File: src/rtl/idq_pkg.sv
// ----------------------------------------------------------------------------
// idq_pkg
// Types, widths and operation codes shared by the indexed deque and its cells.
// ----------------------------------------------------------------------------
package idq_pkg;

    // Number of storage cells in the row.
    localparam int DEPTH = 16;

    localparam int VALUE_W = 32;
    localparam int FUNC_W  = 3;
    localparam int POS_W   = 4;
    localparam int COUNT_W = 5;

    // Fill counter must hold DEPTH itself.
    localparam int FILL_W  = $clog2(DEPTH + 1);
    // Common width for comparing positions against the fill level.
    localparam int IDX_W   = (FILL_W > POS_W) ? FILL_W : POS_W;

    // Request codes.
    localparam logic [FUNC_W-1:0] OP_PUSH_FRONT = 3'd0;
    localparam logic [FUNC_W-1:0] OP_PUSH_BACK  = 3'd1;
    localparam logic [FUNC_W-1:0] OP_POP_FRONT  = 3'd2;
    localparam logic [FUNC_W-1:0] OP_POP_BACK   = 3'd3;
    localparam logic [FUNC_W-1:0] OP_INSERT_AT  = 3'd4;
    localparam logic [FUNC_W-1:0] OP_REMOVE_AT  = 3'd5;
    localparam logic [FUNC_W-1:0] OP_SEARCH     = 3'd6;

    // Per-cell commands.
    localparam logic [1:0] CELL_HOLD       = 2'd0;
    localparam logic [1:0] CELL_LOAD       = 2'd1;
    localparam logic [1:0] CELL_FROM_LEFT  = 2'd2;
    localparam logic [1:0] CELL_FROM_RIGHT = 2'd3;

    typedef struct packed {
        logic [FUNC_W-1:0]         func;
        logic signed [VALUE_W-1:0] value;
        logic [POS_W-1:0]          position;
    } idq_in_t;

    typedef struct packed {
        logic               failed;
        logic               found;
        logic [COUNT_W-1:0] count;
    } idq_out_t;

    // Command and broadcast operand for one cell: data is the value to load,
    // and also the search key.
    typedef struct packed {
        logic [1:0]         cmd;
        logic [VALUE_W-1:0] data;
    } idq_cell_ctl_t;

endpackage

File: src/rtl/idq_cell.sv
// ----------------------------------------------------------------------------
// idq_cell
// One storage cell of the deque row: holds a value, loads the broadcast
// operand or takes a neighbour's value, and flags a match with the operand.
// ----------------------------------------------------------------------------
module idq_cell
    import idq_pkg::*;
(
    input  logic                 aclk,
    input  idq_cell_ctl_t        ctl,
    input  logic [VALUE_W-1:0]   left_value,
    input  logic [VALUE_W-1:0]   right_value,
    output logic [VALUE_W-1:0]   value,
    output logic                 match
);

    logic [VALUE_W-1:0] value_reg;
    logic [VALUE_W-1:0] value_next;

    always_comb begin
        unique case (ctl.cmd)
            CELL_HOLD:       value_next = value_reg;
            CELL_LOAD:       value_next = ctl.data;
            CELL_FROM_LEFT:  value_next = left_value;
            CELL_FROM_RIGHT: value_next = right_value;
            default:         value_next = value_reg;
        endcase
    end

    always_ff @(posedge aclk) begin
        value_reg <= value_next;
    end

    assign value = value_reg;
    assign match = (value_reg == ctl.data);

endmodule

File: src/rtl/indexed_deque.sv
// ----------------------------------------------------------------------------
// indexed_deque
// Bounded ordered sequence of signed 32-bit values held in a row of cells,
// with push/pop at both ends, insert and remove at a position, and search.
// ----------------------------------------------------------------------------
//
//  Channel | Dir | Handshake          | Payload
//  --------+-----+--------------------+------------------------------------
//  s_      | in  | s_valid / s_ready  | s_data  : func, value, position
//  m_      | out | m_valid / m_ready  | m_data  : failed, found, count
//
//  One transaction per cycle while the output register can take a result:
//  every cell shifts, loads or compares in the cycle of acceptance, and the
//  result is registered into the output register on acceptance.
//  s_ready is high while the output register is empty or being drained, so
//  a new request is taken as the previous result drains, not while it waits.
//  Synchronous active-low reset clears the fill count and the output valid;
//  cell contents are left undefined and never read above the fill level.
//
module indexed_deque
    import idq_pkg::*;
(
    input  logic     aclk,
    input  logic     aresetn,
    input  logic     s_valid,
    output logic     s_ready,
    input  idq_in_t  s_data,
    output logic     m_valid,
    input  logic     m_ready,
    output idq_out_t m_data
);

    // ------------------------------------------------------------------
    // Control state
    // ------------------------------------------------------------------
    logic [FILL_W-1:0] fill_reg;
    logic [FILL_W-1:0] fill_next;
    logic              m_valid_reg;
    logic              m_valid_next;
    idq_out_t          m_data_reg;
    idq_out_t          m_data_next;

    logic take;

    // ------------------------------------------------------------------
    // Request decode
    // ------------------------------------------------------------------
    logic [IDX_W-1:0] fill_ext;
    logic [IDX_W-1:0] pos_ext;
    logic [IDX_W-1:0] edit_pos;
    logic             full;
    logic             empty;
    logic             ok;
    logic             grow;      // open a gap at edit_pos
    logic             shrink;    // close the gap at edit_pos
    logic             drop_back; // pop back: count only
    logic             is_search;
    logic             found;

    logic [VALUE_W-1:0] cell_value [DEPTH];
    logic [DEPTH-1:0]   cell_match;
    logic [DEPTH-1:0]   cell_live;
    idq_cell_ctl_t      cell_ctl   [DEPTH];

    assign take    = s_valid && s_ready;
    assign s_ready = !m_valid_reg || m_ready;

    assign fill_ext = IDX_W'(fill_reg);
    assign pos_ext  = IDX_W'(s_data.position);
    assign full     = (fill_reg == FILL_W'(DEPTH));
    assign empty    = (fill_reg == '0);

    always_comb begin
        ok        = 1'b0;
        grow      = 1'b0;
        shrink    = 1'b0;
        drop_back = 1'b0;
        is_search = 1'b0;
        edit_pos  = '0;
        unique case (s_data.func)
            OP_PUSH_FRONT: begin
                ok   = !full;
                grow = 1'b1;
            end
            OP_PUSH_BACK: begin
                ok       = !full;
                grow     = 1'b1;
                edit_pos = fill_ext;
            end
            OP_POP_FRONT: begin
                ok     = !empty;
                shrink = 1'b1;
            end
            OP_POP_BACK: begin
                ok        = !empty;
                drop_back = 1'b1;
            end
            OP_INSERT_AT: begin
                // insert before an existing entry, or at the front
                ok       = !full && ((pos_ext == '0) || (pos_ext < fill_ext));
                grow     = 1'b1;
                edit_pos = pos_ext;
            end
            OP_REMOVE_AT: begin
                ok       = (pos_ext < fill_ext);
                shrink   = 1'b1;
                edit_pos = pos_ext;
            end
            OP_SEARCH: begin
                ok        = 1'b1;
                is_search = 1'b1;
            end
            default: begin
                ok = 1'b0;
            end
        endcase
    end

    // ------------------------------------------------------------------
    // Cell row: each cell decides hold / load / shift from its index
    // ------------------------------------------------------------------
    genvar gi;
    generate
        for (gi = 0; gi < DEPTH; gi++) begin : g_cell
            logic [VALUE_W-1:0] left_v;
            logic [VALUE_W-1:0] right_v;

            always_comb begin
                cell_ctl[gi].data = s_data.value;
                cell_ctl[gi].cmd  = CELL_HOLD;
                if (take && ok && grow) begin
                    if (IDX_W'(gi) == edit_pos) begin
                        cell_ctl[gi].cmd = CELL_LOAD;
                    end else if (IDX_W'(gi) > edit_pos) begin
                        cell_ctl[gi].cmd = CELL_FROM_LEFT;
                    end
                end else if (take && ok && shrink) begin
                    if (IDX_W'(gi) >= edit_pos) begin
                        cell_ctl[gi].cmd = CELL_FROM_RIGHT;
                    end
                end
            end

            // End cells take their own or the operand at the open edge; cell 0 never
            // selects its left input, and the last cell's right input is its own value.
            if (gi == 0) begin : g_left_end
                assign left_v = s_data.value;
            end else begin : g_left
                assign left_v = cell_value[gi-1];
            end
            if (gi == DEPTH - 1) begin : g_right_end
                assign right_v = cell_value[gi];
            end else begin : g_right
                assign right_v = cell_value[gi+1];
            end

            // Only entries below the fill level take part in a search.
            assign cell_live[gi] = (IDX_W'(gi) < fill_ext);

            idq_cell u_cell (
                .aclk        (aclk),
                .ctl         (cell_ctl[gi]),
                .left_value  (left_v),
                .right_value (right_v),
                .value       (cell_value[gi]),
                .match       (cell_match[gi])
            );
        end
    endgenerate

    assign found = is_search && |(cell_match & cell_live);

    // ------------------------------------------------------------------
    // Fill count and result
    // ------------------------------------------------------------------
    always_comb begin
        logic [FILL_W+COUNT_W-1:0] count_wide;
        fill_next = fill_reg;
        if (take && ok) begin
            if (grow) begin
                fill_next = fill_reg + FILL_W'(1);
            end else if (shrink || drop_back) begin
                fill_next = fill_reg - FILL_W'(1);
            end
        end
        count_wide = {{COUNT_W{1'b0}}, fill_next};
        m_data_next.failed = !ok;
        m_data_next.found  = found;
        m_data_next.count  = count_wide[COUNT_W-1:0];
    end

    // Load a fresh result on acceptance, drop it once taken downstream.
    always_comb begin
        m_valid_next = m_valid_reg;
        if (take) begin
            m_valid_next = 1'b1;
        end else if (m_ready) begin
            m_valid_next = 1'b0;
        end
    end

    always_ff @(posedge aclk) begin
        if (!aresetn) begin
            fill_reg    <= '0;
            m_valid_reg <= 1'b0;
        end else begin
            fill_reg    <= fill_next;
            m_valid_reg <= m_valid_next;
        end
    end

    // Result payload: hold unless a new transaction is accepted.
    always_ff @(posedge aclk) begin
        if (take) begin
            m_data_reg <= m_data_next;
        end
    end

    assign m_valid = m_valid_reg;
    assign m_data  = m_data_reg;

endmodule

File: config.mk
export PLATFORM = sky130hd
export DESIGN_NAME = indexed_deque
export DESIGN_NICKNAME = d
export VERILOG_FILES = /design/src/rtl/idq_pkg.sv /design/src/rtl/idq_cell.sv /design/src/rtl/indexed_deque.sv
export SDC_FILE = /design/constraint.sdc
export NUM_CORES = 1
export LEC_CHECK = 0
export BUFFER_PORTS_ARGS = -buffer_cell sky130_fd_sc_hd__buf_2
export CAP_MARGIN = 10
export CELL_PAD_IN_SITES_DETAIL_PLACEMENT = 1
export CELL_PAD_IN_SITES_GLOBAL_PLACEMENT = 1
export CORE_UTILIZATION = 35
export CTS_CLUSTER_DIAMETER = 150
export DETAILED_ROUTE_END_ITERATION = 6
export PLACE_DENSITY_LB_ADDON = 0.25
export REMOVE_ABC_BUFFERS = 1
export SLEW_MARGIN = 20
export SYNTH_ARGS = -nofsm -noshare
export SYNTH_HDL_FRONTEND = slang
export SYNTH_SLANG_ARGS = --single-unit
File: constraint.sdc
create_clock -name aclk -period 11.2 [get_ports aclk]
set_input_delay 0.56 -clock aclk [delete_from_list [all_inputs] [get_ports aclk]]
set_output_delay 0.56 -clock aclk [all_outputs]
set_load 0.02 [all_outputs]
==> summary.md <==
| Metric | Value |
|---|---|
| Met3 Wirelength | `13,400 um` |
| Post-synthesis sequential area ratio | `0.483` |
| Max-slew violations | `0` |
| Largest net degree at the start of global routing | `205` |
| CP Data Required Time | `11.47 ns` |
| Initial antenna violation count | `7` |
| Residual DRC count | `0` |
| First drt pass iteration count | `5` |
| Global-route wire length before repair | `206,000 um` |
| Final worst path period share | `0.417` |
| Leakage Power | `12.6 nW` |
| Die height | `307 um` |
| Via-to-Cell Ratio | `6.63` |
| Dpl ws | `6.60 ns` |
| Clk buf depth | `3` |
| Hold crit path type | `in2reg` |
| CTS tree | `yes` |
| Synth top area cells | `edfxtp_1 48%, a221o_1 12%, xor2_1 8.0%` |
| Total power | `5.38 mW` |
| Num CTS Buffers | `61` |
| Met1 Wirelength | `60,100 um` |
| Area delta synth->final | `10.2%` |
| Cell variety after synth | `60` |
| Reg area | `0.0157 mm^2` |
| Initial Utilization | `0.354` |
| NumNets Final | `2,820` |
| Vias in the first global route | `26.7k` |
| Crit-path cells | `inv_1, ha_1, nand3_1, a21oi_1, a311o_1, a21oi_4, buf_4, and2_1, buf_4, or2_2` |
| PortBufs | `51` |
| Post-DP HPWL | `97,700 um` |
| Critical Path Fanout Max | `74` |
| Gpl congestion | `0.959` |
| Syn avg cell area | `11.2 um^2` |
| H-tree depth | `2` |
| Violation count after the first detailed-route iteration | `3,574` |
| Clock Skews | `0.0209 ns` |
| Max FFs per register | `512` |
| Final WL | `146,000 um` |
| Fin Setup TNS | `0 ns` |
| FILL cells | `9,795` |
| CTS Root Cell | `clkbuf_16` |
| Synth area leader | `edfxtp_1` |
| Flops & latches, synth | `525` |
| Layout cells sized above 1 | `0.118` |
| Slowest cell on the critical path | `or2_2` |
| Site Rows | `111` |
| Grt total ovfl | `0` |
| Crit path arrival time | `4.94 ns` |
| Slew headroom | `0.182` |
| Routed Antenna Nets | `0` |
| DR WL/cell | `35.9 um` |
| Mapped Cells | `2,893` |
| Die ar. | `0.0940 mm^2` |
| Number of enable flip-flop cells after synthesis | `519` |
| MaxCap Viol Count | `0` |
| CP dominant cell by count | `buf_4` |
| Hold Vio Cnt, Final | `0` |
| CP peak stage delay | `0.78 ns` |
| Yosys top cell area share | `0.480` |
| Worst-Margin Slew | `1.22 ns` |
| # setup viols final | `0` |
| Footprint of the multi-input gates | `0.0154 mm^2` |
| Commonest non-fill, non-tap cell in the layout | `edfxtp_1` |
| Met2 routed WL | `65,000 um` |
| Post-CTS Setup Bufs | `0` |
| CP startpoint kind | `flip-flop` |
| Setup WS post-layout | `6.53 ns` |
| Main flop type after synthesis | `edfxtp_1` |
| Tot GR Track Use | `0.303` |
| RSZ-0062 raised after global routing | `false` |
| Minimum clock period | `4.67 ns` |
| Clock latency on the worst-skew pair | `0.66 ns` |
| Worst setup EP type | `flip-flop` |
| PostCTS Resize Cnt | `0` |
| Finished Core Util | `0.390` |
| I/O Pins | `52` |
| Synthesized area | `0.0325 mm^2` |
| Kind of critical path | `reg2reg` |
| PwrDens | `150 mW/mm^2` |
| Worst IR Drop VDD | `126 uV` |
| Max Fclk | `0.214 GHz` |
| Post-synth ARST share | `0` |
| Synth Warn # | `0` |
| Clock Sinks | `525` |
| Commonest cells after routing, fill and taps aside | `519 x edfxtp_1, 384 x a221o_1, 297 x xor2_1` |
| Via count | `26.9k` |
| Top Layer Used | `met5` |
| Outcome | `complete, no violations` |
| CORE AREA | `0.0918 mm^2` |
| Die X | `307 um` |
| Worst-path clk slew | `0.06 ns` |
| Hold Buf Count CTS | `0` |
## logic make-up (layout without fill, tap and decap cells)
group | after synthesis | count (layout) | share of synthesized area
flip-flops | 525 | 525 | 0.483
buffers and inverters | 384 | 304 | 0.0483
XOR/XNOR | 517 | 517 | 0.139
other | 0 | 2 | 0
adder cells (fa/ha/maj) | 8 | 8 | 0.00308
AND/OR/NAND/NOR | 752 | 752 | 0.134
multiplexers | 67 | 67 | 0.0231
AO/OA/AOI/OAI | 640 | 640 | 0.169
## metal layers
metal | vias to the layer above | global-route usage
met2 | 1635 | 0.466
met4 | 4 | 0.133
met3 | 332 | 0.0573
met1 | 13900 | 0.414
met5 | - | 0
li1 | 11000 | -
## per-stage QoR
stage          std cells  area [um^2]  hold WS (ns)
2_1_floorplan       2548        31100         0.574
3_3_place_gp        3945        33800         0.507
3_5_place_dp        3946        33900         0.518
4_1_cts             4053        35700         0.113
5_1_grt             4056        35800         0.159
6_report            4058        35800         0.141
## report_power, final
group / internal, mW / switching (mW)
Sequential: 2.33 / 0.158
Clock: 1.10 / 0.879
Combinational: 0.326 / 0.583
Total: 3.76 / 1.62
## path summary, 6_finish.rpt
check / start / to / slack [ns] / cells past startpoint
max: fill_ext[1]$_SDFF_PN0_ / g_cell[5].u_cell.value[15]$_DFFE_PP_ / 6.53 / 10
min: s_valid / m_valid$_SDFFE_PN0P_ / 0.14 / 3
max reg2reg: fill_ext[1]$_SDFF_PN0_ / g_cell[5].u_cell.value[15]$_DFFE_PP_ / 6.53 / 10
min reg2reg: m_valid$_SDFFE_PN0P_ / m_valid$_SDFFE_PN0P_ / 0.53 / 2
## Yosys cell counts, types with 3 or more instances
cell type / count
a2111oi_0: 6
a211oi_1: 7
a21o_1: 4
a21oi_1: 53
a221o_1: 384
a22oi_2: 6
a31oi_1: 67
and2_1: 40
and3_1: 282
buf_1: 26
buf_2: 39
buf_4: 20
clkbuf_1: 259
dfxtp_1: 6
edfxtp_1: 519
ha_1: 8
inv_1: 38
mux2_1: 29
mux2_2: 35
mux2i_1: 3
nand2_1: 29
nand2b_1: 5
nand3_1: 49
nand3b_1: 3
nand4_1: 99
nor2_1: 62
nor2b_1: 33
nor3_1: 59
nor4_1: 83
o21a_1: 4
o21ai_0: 75
o21ai_1: 6
o22ai_1: 3
xnor2_1: 220
xor2_1: 297
## worst max-delay path, delay by kind of cell, from the launching register on
family	cells	cell delay (ns)
buffers and inverters	3	1.18
and+or+nand+nor	3	1.13
DFF	1	0.60
adders and majority gates	1	0.27
AOI/OAI and AO/OA	3	1.06
## area by class of cell
type                    instances  area share
repair buffers                158      0.0319
flip-flops and latches        525       0.439
clock inverters                39     0.00860
well taps                    1243      0.0434
inverters                      39     0.00409
clock buffers                  68      0.0434
multi-input cells            1984       0.430
diodes                          2    0.000140
Power figures use the tool's default switching activity.
